**config.mk**
```make
export PLATFORM = sky130hd
export DESIGN_NAME = mcc_ctrl
export DESIGN_NICKNAME = d
export VERILOG_FILES = /design/src/rtl/mcc_pkg.sv /design/src/rtl/mcc_ctrl.sv
export SDC_FILE = /design/constraint.sdc
export NUM_CORES = 1
export LEC_CHECK = 0
export ABC_CLOCK_PERIOD_IN_PS = 1480
export BUFFER_PORTS_ARGS = -buffer_cell sky130_fd_sc_hd__buf_2
export CAP_MARGIN = 20
export CORE_AREA = 2 2 39 41
export DETAILED_ROUTE_END_ITERATION = 16
export DIE_AREA = 0 0 41 43
export HOLD_SLACK_MARGIN = 0.05
export PLACE_DENSITY = 0.61
export SKIP_LAST_GASP = 1
export SLEW_MARGIN = 20
export SYNTH_ARGS = -nofsm -noshare
export SYNTH_HDL_FRONTEND = slang
export SYNTH_SLANG_ARGS = --single-unit
```
**constraint.sdc**
```tcl
create_clock -name clk_i -period 1.48 [get_ports clk_i]
set_input_delay 0.296 -clock clk_i [delete_from_list [all_inputs] [get_ports clk_i]]
set_output_delay 0.296 -clock clk_i [all_outputs]
set_load 0.01 [all_outputs]
```
**src/rtl/mcc_pkg.sv**
```systemverilog
// Package with shared constants and types for the magnetometer correction block.
`timescale 1ns / 1ps
`default_nettype none
package mcc_pkg;
  localparam int unsigned MaxCalLengthDefault = 1000;
  localparam logic [1:0] CfgSenseAdjX = 2'd0;
  localparam logic [1:0] CfgSenseAdjY = 2'd1;
  localparam logic [1:0] CfgSenseAdjZ = 2'd2;
  localparam logic [1:0] CfgCalLength = 2'd3;

  // Commands from the controller to the datapath.
  typedef struct packed {
    logic load;     // capture input item, update held values if fresh
    logic track;    // run start handling and min/max update
    logic div_go;   // start the scale divider sequence
    logic correct;  // compute output fields
  } mcc_cmd_t;

  // Status from the datapath to the controller.
  typedef struct packed {
    logic finish;   // this item ends a run
    logic div_busy; // divider still working
  } mcc_sts_t;
endpackage
`default_nettype wire

```
**src/rtl/mcc_ctrl.sv**
```systemverilog
// Controller: sequences load, track, correct and output for each item, with a divide for the item that ends a run.
`timescale 1ns / 1ps
`default_nettype none
module mcc_ctrl import mcc_pkg::*; (
  input  wire logic clk_i,
  input  wire logic rst_ni,
  input  wire logic in_valid,
  output logic      in_ready,
  output logic      out_valid,
  input  wire logic out_ready,
  output mcc_cmd_t  cmd_o,
  input  wire mcc_sts_t sts_i
);
  typedef enum logic [4:0] {
    StIdle  = 5'b00001,
    StTrack = 5'b00010,
    StDiv   = 5'b00100,
    StCorr  = 5'b01000,
    StOut   = 5'b10000
  } state_e;
  state_e state_q, state_d;
  logic fin_q, fin_d;

  always_comb begin
    state_d = state_q;
    fin_d = fin_q;
    cmd_o = '0;
    in_ready = (state_q == StIdle);
    out_valid = (state_q == StOut);
    case (state_q)
      StIdle: if (in_valid) begin
        cmd_o.load = 1'b1;
        state_d = StTrack;
      end
      StTrack: begin
        cmd_o.track = 1'b1;
        fin_d = sts_i.finish;
        state_d = sts_i.finish ? StDiv : StCorr;
      end
      StDiv: begin
        if (fin_q) begin
          cmd_o.div_go = 1'b1;
          fin_d = 1'b0;
        end else if (!sts_i.div_busy) begin
          state_d = StCorr;
        end
      end
      StCorr: begin
        cmd_o.correct = 1'b1;
        state_d = StOut;
      end
      StOut: if (out_ready) state_d = StIdle;
      default: state_d = StIdle;
    endcase
  end

  always_ff @(posedge clk_i or negedge rst_ni) begin
    if (!rst_ni) begin
      state_q <= StIdle;
      fin_q <= 1'b0;
    end else begin
      state_q <= state_d;
      fin_q <= fin_d;
    end
  end
endmodule
`default_nettype wire

```
==> metrics.txt, run 1 <==
Max-cap violations=0; Crit path largest cell delay=410 ps; DRT antenna net count=0; CP arrival=1330 ps; share of layout cells above drive strength 1=0.6610; die width=41 um; design area=649.4 um2; cell breakdown of the critical path=or3_4 -> nor3b_2 -> buf_2; EDFF count, synth=0; Peak supply drop=0.0007582 V; first-pass GRT wire length=1297 um; failing checks=setup timing; Yosys reg bits=6; Ports=12; # clock sinks=6; Hold WC Path Type=in -> reg; P_sw=356.5 uW; Slew @ Worst Pin=327.1 ps; logic gate share of total power=0.607; Internal Pwr Total=715.9 uW; Post-synth ARST share=1.000; Fin. Hold Viols=0; initial antenna violation count=0; Worst Slack Setup Final=-148.2 ps; Nets=66; Period minus WS final=1628 ps; die span in y=43 um; Mean Syn Cell Area=11.30 um2; clock-pin transition on the worst setup and hold timing paths=50 ps; total track usage=0.1194; final WL=943 um; Mapped Nets=40; sequential share of the synthesized area=0.3941; number of port buffers=11; placement-stage cell area=481.7 um2; outcome=complete, but fails checks; Distinct cells, synth=21; Max transition margin=0.7810; largest net degree at the start of global routing=10; DRC violations left=0; Leakage=0.3078 nW; full die area=1763 um2; CP Launch Type=register; Cells after Synth=34; Clk network pwr share=0.146; Crit. End Element=primary output; Core ar.=1384 um2; Critical-path top delay cell=or3_4; detailed-placement wirelength estimate=668.5 um; Via density=4.893; Worst Path Required=1180 ps; CTS root buffer=clkbuf_4; Slew Limit Fails=0; Cell Pwr Density=1651 nW/um2; gp weighted congestion=0.7046; setup violators final=8; GRT overflow=0; row cnt=14; Clock Path Buffers=2; Avg WL per Cell=12.57 um; RSZ-0062 raised after global routing=yes; Initial Util=0.2776; DRT Pass-1 Iters=2; area grow syn2layout=69.06%; H-tree depth=1; vias in the first global route=325; CTS buffer count=3; n_diodes=0; vias=367; Layout Skew=6.411 ps; latest clock arrival within the worst-skew pair=240 ps; hold_ws=282.0 ps; final period utilization=1.100; ys flop type=dfrtp_1; Sw Share=0.3324; Fmax=614.2 MHz; initial drt markers=2; CTS tree=yes; Worst Path Max Fanout=4; Post-Syn Area=384.1 um2; Yosys warnings=0; Crit Path Class=reg -> out; sequential power share=0.248
==> cells in the final DEF, fill, tap and decap left out, types with 2 or more instances in the layout <==
| cell | Yosys | layout |
|---|---|---|
| and3b_2 | 2 | 2 |
| clkbuf_4 | 0 | 3 |
| nor3_2 | 0 | 2 |
| buf_6 | 0 | 7 |
| buf_2 | 0 | 7 |
| dfrtp_1 | 5 | 5 |
| nor2_1 | 2 | 2 |
| o21ai_0 | 2 | 2 |
| buf_4 | 1 | 7 |
| nor4b_4 | 2 | 2 |
==> sequential cells by signal, indices dropped and copies added (netlist names) <==
name,count
fin_q,1
state_q,5
==> critical path: cells and delay by family (launching register included) <==
| kind | cells | cell delay, ps |
|---|---|---|
| simple gates | 2 | 560 |
| flops | 1 | 390 |
| buf+inv | 1 | 140 |
==> power by group through the flow <==
stage                     Combinational, mW  Sequential (mW)  Clock, mW
after floorplan                       0.254            0.276          0
after global placement                0.401            0.259          0
after detailed placement              0.407            0.261          0
after CTS                             0.551            0.262      0.166
after global routing                  0.698            0.271      0.170
final                                 0.651            0.266      0.156
==> repair_timing <==
action,in CTS,in global routing
endpoints found under the hold margin,5,0
resized for setup,9,7
setup endpoints to repair,6,10
setup buffers,4,2
pin swaps,6,5
hold buffers,1,0
==> metal layers <==
| layer | vias up | GRT usage | routed length (um) |
|---|---|---|---|
| met2 | 7 | 0.2031 | 545 |
| met5 | - | 0 | 0 |
| met1 | 178 | 0.09571 | 347 |
| li1 | 180 | - | - |
| met3 | 2 | 0.04712 | 39 |
| met4 | 0 | 0.1000 | 10 |
==> path summary, 6_finish.rpt <==
check                                       startpoint                endpoint  slack (ps)  cells after the start
worst min register to register       fin_q$_DFFE_PN0P_       fin_q$_DFFE_PN0P_         520                      1
worst max-delay path            state_q[1]$_DFFE_PN0P_               out_valid        -150                      3
worst min-delay path                          sts_i[1]  state_q[2]$_DFFE_PN0P_         280                      2
min in group asynchronous                       rst_ni  state_q[4]$_DFFE_PN0P_         400                      2
max in group asynchronous                       rst_ni  state_q[0]$_DFFE_PN1P_         860                      2
worst max register to register  state_q[1]$_DFFE_PN0P_  state_q[4]$_DFFE_PN0P_        -140                      5
==> per-stage QoR <==
stage | instances | utilization | power, mW | setup slack, ps | TNS (ps)
after global placement | 64 | 0.3481 | 0.6598 | 34.26 | 0
final | 75 | 0.4693 | 1.072 | -148.2 | -909.1
after global routing | 75 | 0.4693 | 1.139 | -216.1 | -1406
after CTS | 73 | 0.4304 | 0.9778 | -171.3 | -657.7
after detailed placement | 64 | 0.3481 | 0.6679 | 50.46 | 0
after floorplan | 34 | - | 0.5297 | 11.04 | 0
==> final cells by class <==
type                            count  area (um2)
Clock buffer                        4       26.28
Timing Repair Buffer               22       176.4
Multi-Input combinational cell     27       275.3
Sequential cell                     6       151.4
Tap cell                           16       20.02
Fill cell                         126       734.5
==> kinds of logic (layout without fill, tap and decap cells) <==
logic type / count (synthesis) / after routing / share of synthesized area
XOR/XNOR: 1 / 1 / 0.02281
AO/OA/AOI/OAI: 5 / 5 / 0.09122
buffers and inverters: 1 / 26 / 0.01955
flip-flops: 6 / 6 / 0.3941
AND/OR/NAND/NOR: 21 / 21 / 0.4723
==> synthesized netlist by cell type (2+ instances only) <==
library cell	n	area, um2
and3b_2	2	20.02
dfrtp_1	5	125.1
nor2_1	2	7.510
nor3_1	4	20.02
nor3b_1	2	15.01
nor4_1	2	12.51
nor4b_4	2	47.55
o21ai_0	2	10.01
(Power assumes the default switching activity.)
==> inputs of run 2 (changes only) <==
==> constraint.sdc (replaced) <==
create_clock -name clk_i -period 1.48 [get_ports clk_i]
set_input_delay 0.074 -clock clk_i [delete_from_list [all_inputs] [get_ports clk_i]]
set_output_delay 0.074 -clock clk_i [all_outputs]
set_load 0.01 [all_outputs]
==> metrics.txt, run 2 (same netlist as run 1, synthesis figures left out) <==
outcome=complete, no violations; setup violators final=0 (-8); CP Launch Type=register; largest net degree at the start of global routing=11 (+1); initial antenna violation count=0 (unchanged); commonest cells after routing, fill and taps aside=buf_2 (11), buf_4 (4), clkbuf_4 (3), dfrtp_1 (3); GRT overflow=0 (unchanged); Leakage=0.2774 nW (-9.9%); die span in y=43 um (unchanged); H-tree depth=1 (unchanged); Hold WC Path Type=in -> reg; gp weighted congestion=0.6247 (-11%); vias in the first global route=296 (-8.9%); Worst Path Required=1410 ps (+230 ps); Clock Path Buffers=2 (unchanged); final WL=786 um (-17%); Max transition margin=0.8220 (+0.04092); total track usage=0.1063 (-0.01316); Avg WL per Cell=11.07 um (-12%); setup TNS=0 ps (+909.1 ps); placement-stage cell area=466.7 um2 (-3.1%); DRT Pass-1 Iters=2 (unchanged); Max-cap violations=0 (unchanged); share of layout cells above drive strength 1=0.5818 (-0.07920); RSZ-0062 raised after global routing=yes; CP arrival=1360 ps (+30 ps); Worst Path Max Fanout=4 (unchanged); Slew Limit Fails=0 (unchanged); max reg flops=5 (unchanged); Period minus WS final=1429 ps (-198.8 ps); commonest non-fill, non-tap cell in the layout=buf_2; Peak supply drop=0.0006761 V (-11%); vias=340 (-7.4%); fin cells=71 (-5.3%); met3 Use GR=0.04712 (unchanged); CTS tree=yes; n_diodes=0 (unchanged); Nets=62 (-6.1%); Core ar.=1384 um2 (unchanged); full die area=1763 um2 (unchanged); final period utilization=0.9658 (-0.1343); Fmax=699.6 MHz (+14%); met2 GRT Util=0.1469 (-0.05625); CTS root buffer=clkbuf_4; Via density=4.789 (-2.1%); first-pass GRT wire length=1159 um (-11%); Initial Util=0.2776 (unchanged); Ports=12 (unchanged); number of port buffers=11 (unchanged); DRT antenna net count=0 (unchanged); Fin. Hold Viols=0 (unchanged); largest registers=state_q x5, fin_q x1; largest reg by FF count=state_q; gr busiest metal=met2; Cell Pwr Density=1528 nW/um2 (-7.5%); clock-pin transition on the worst setup and hold timing paths=40 ps (about the same); hold_ws=171.3 ps (-110.8 ps); latest clock arrival within the worst-skew pair=240 ps (about the same); Placed Cells=62 (-3.1%); area grow syn2layout=48.86%; CTS buffer count=3 (unchanged); Crit Path Class=reg -> out; DRC violations left=0 (unchanged); initial drt markers=1 (-1); # clock sinks=6 (unchanged); Slew @ Worst Pin=265.9 ps (-61.12 ps); post-layout util=0.4132 (-0.05606); die width=41 um (unchanged); Crit. End Element=primary output; design area=571.8 um2 (-12%); Global Route met1 Usage=0.1122 (+0.01650); Layout Skew=8.494 ps (+2.082 ps); row cnt=14 (unchanged)
run 2: cell count changes in the layout (fill, tap and decap cells not counted), sizes merged:
cell | before | now
dlygate4sd3 | 1 | 2
buf | 21 | 16
run 2: report_power, final:
group          leakage (nW)  switching, mW  internal (mW)
logic                 0.189          0.190          0.255
clock network        0.0150         0.0536          0.102
registers            0.0731         0.0493          0.225
total                 0.277          0.293          0.581
run 2: final cells by class:
cell class,instances,area (um2)
clock buffer,4,26.28
fill,147,812.0
multi-input combinational,27,246.5
sequential,6,153.9
tap,16,20.02
timing repair buffer,18,125.1
run 2: critical path: stages (launching register included):
cell and delay [ps]:
dfrtp_1 370, or3_4 440, nor3b_2 170, buf_2 150
run 2: stage by stage:
stage	worst slack [ps]	total power [mW]
floorplan	192.1	0.5297
global placement	127.1	0.6302
detailed placement	126.4	0.6351
CTS	5.925	0.8079
global route	-23.55	0.9508
finish	50.59	0.8736
run 2: path summary, 6_finish.rpt:
kind | startpoint | to | slack (ps) | cells past startpoint
setup / recovery | state_q[1]$_DFFE_PN0P_ | out_valid | 50 | 3
hold / removal | in_valid | state_q[1]$_DFFE_PN0P_ | 170 | 2
setup reg to reg | state_q[1]$_DFFE_PN0P_ | state_q[3]$_DFFE_PN0P_ | 160 | 3
hold reg to reg | fin_q$_DFFE_PN0P_ | fin_q$_DFFE_PN0P_ | 520 | 1
max in group asynchronous | rst_ni | state_q[0]$_DFFE_PN1P_ | 1060 | 2
min in group asynchronous | rst_ni | state_q[4]$_DFFE_PN0P_ | 190 | 2
run 2: layer usage:
layer  wire length (um)  up-vias
met5                  0        -
met4                 10        0
met3                 43        2
met2                400        7
met1                332      156
li1                   -      175
run 2: repair_timing:
action	4_1_cts	5_1_grt
hold endpoints to repair	6	1
setup endpoints to repair	4	4
resized for setup	3	3
setup buffers	0	3
pin swaps	0	1
hold buffers	1	1
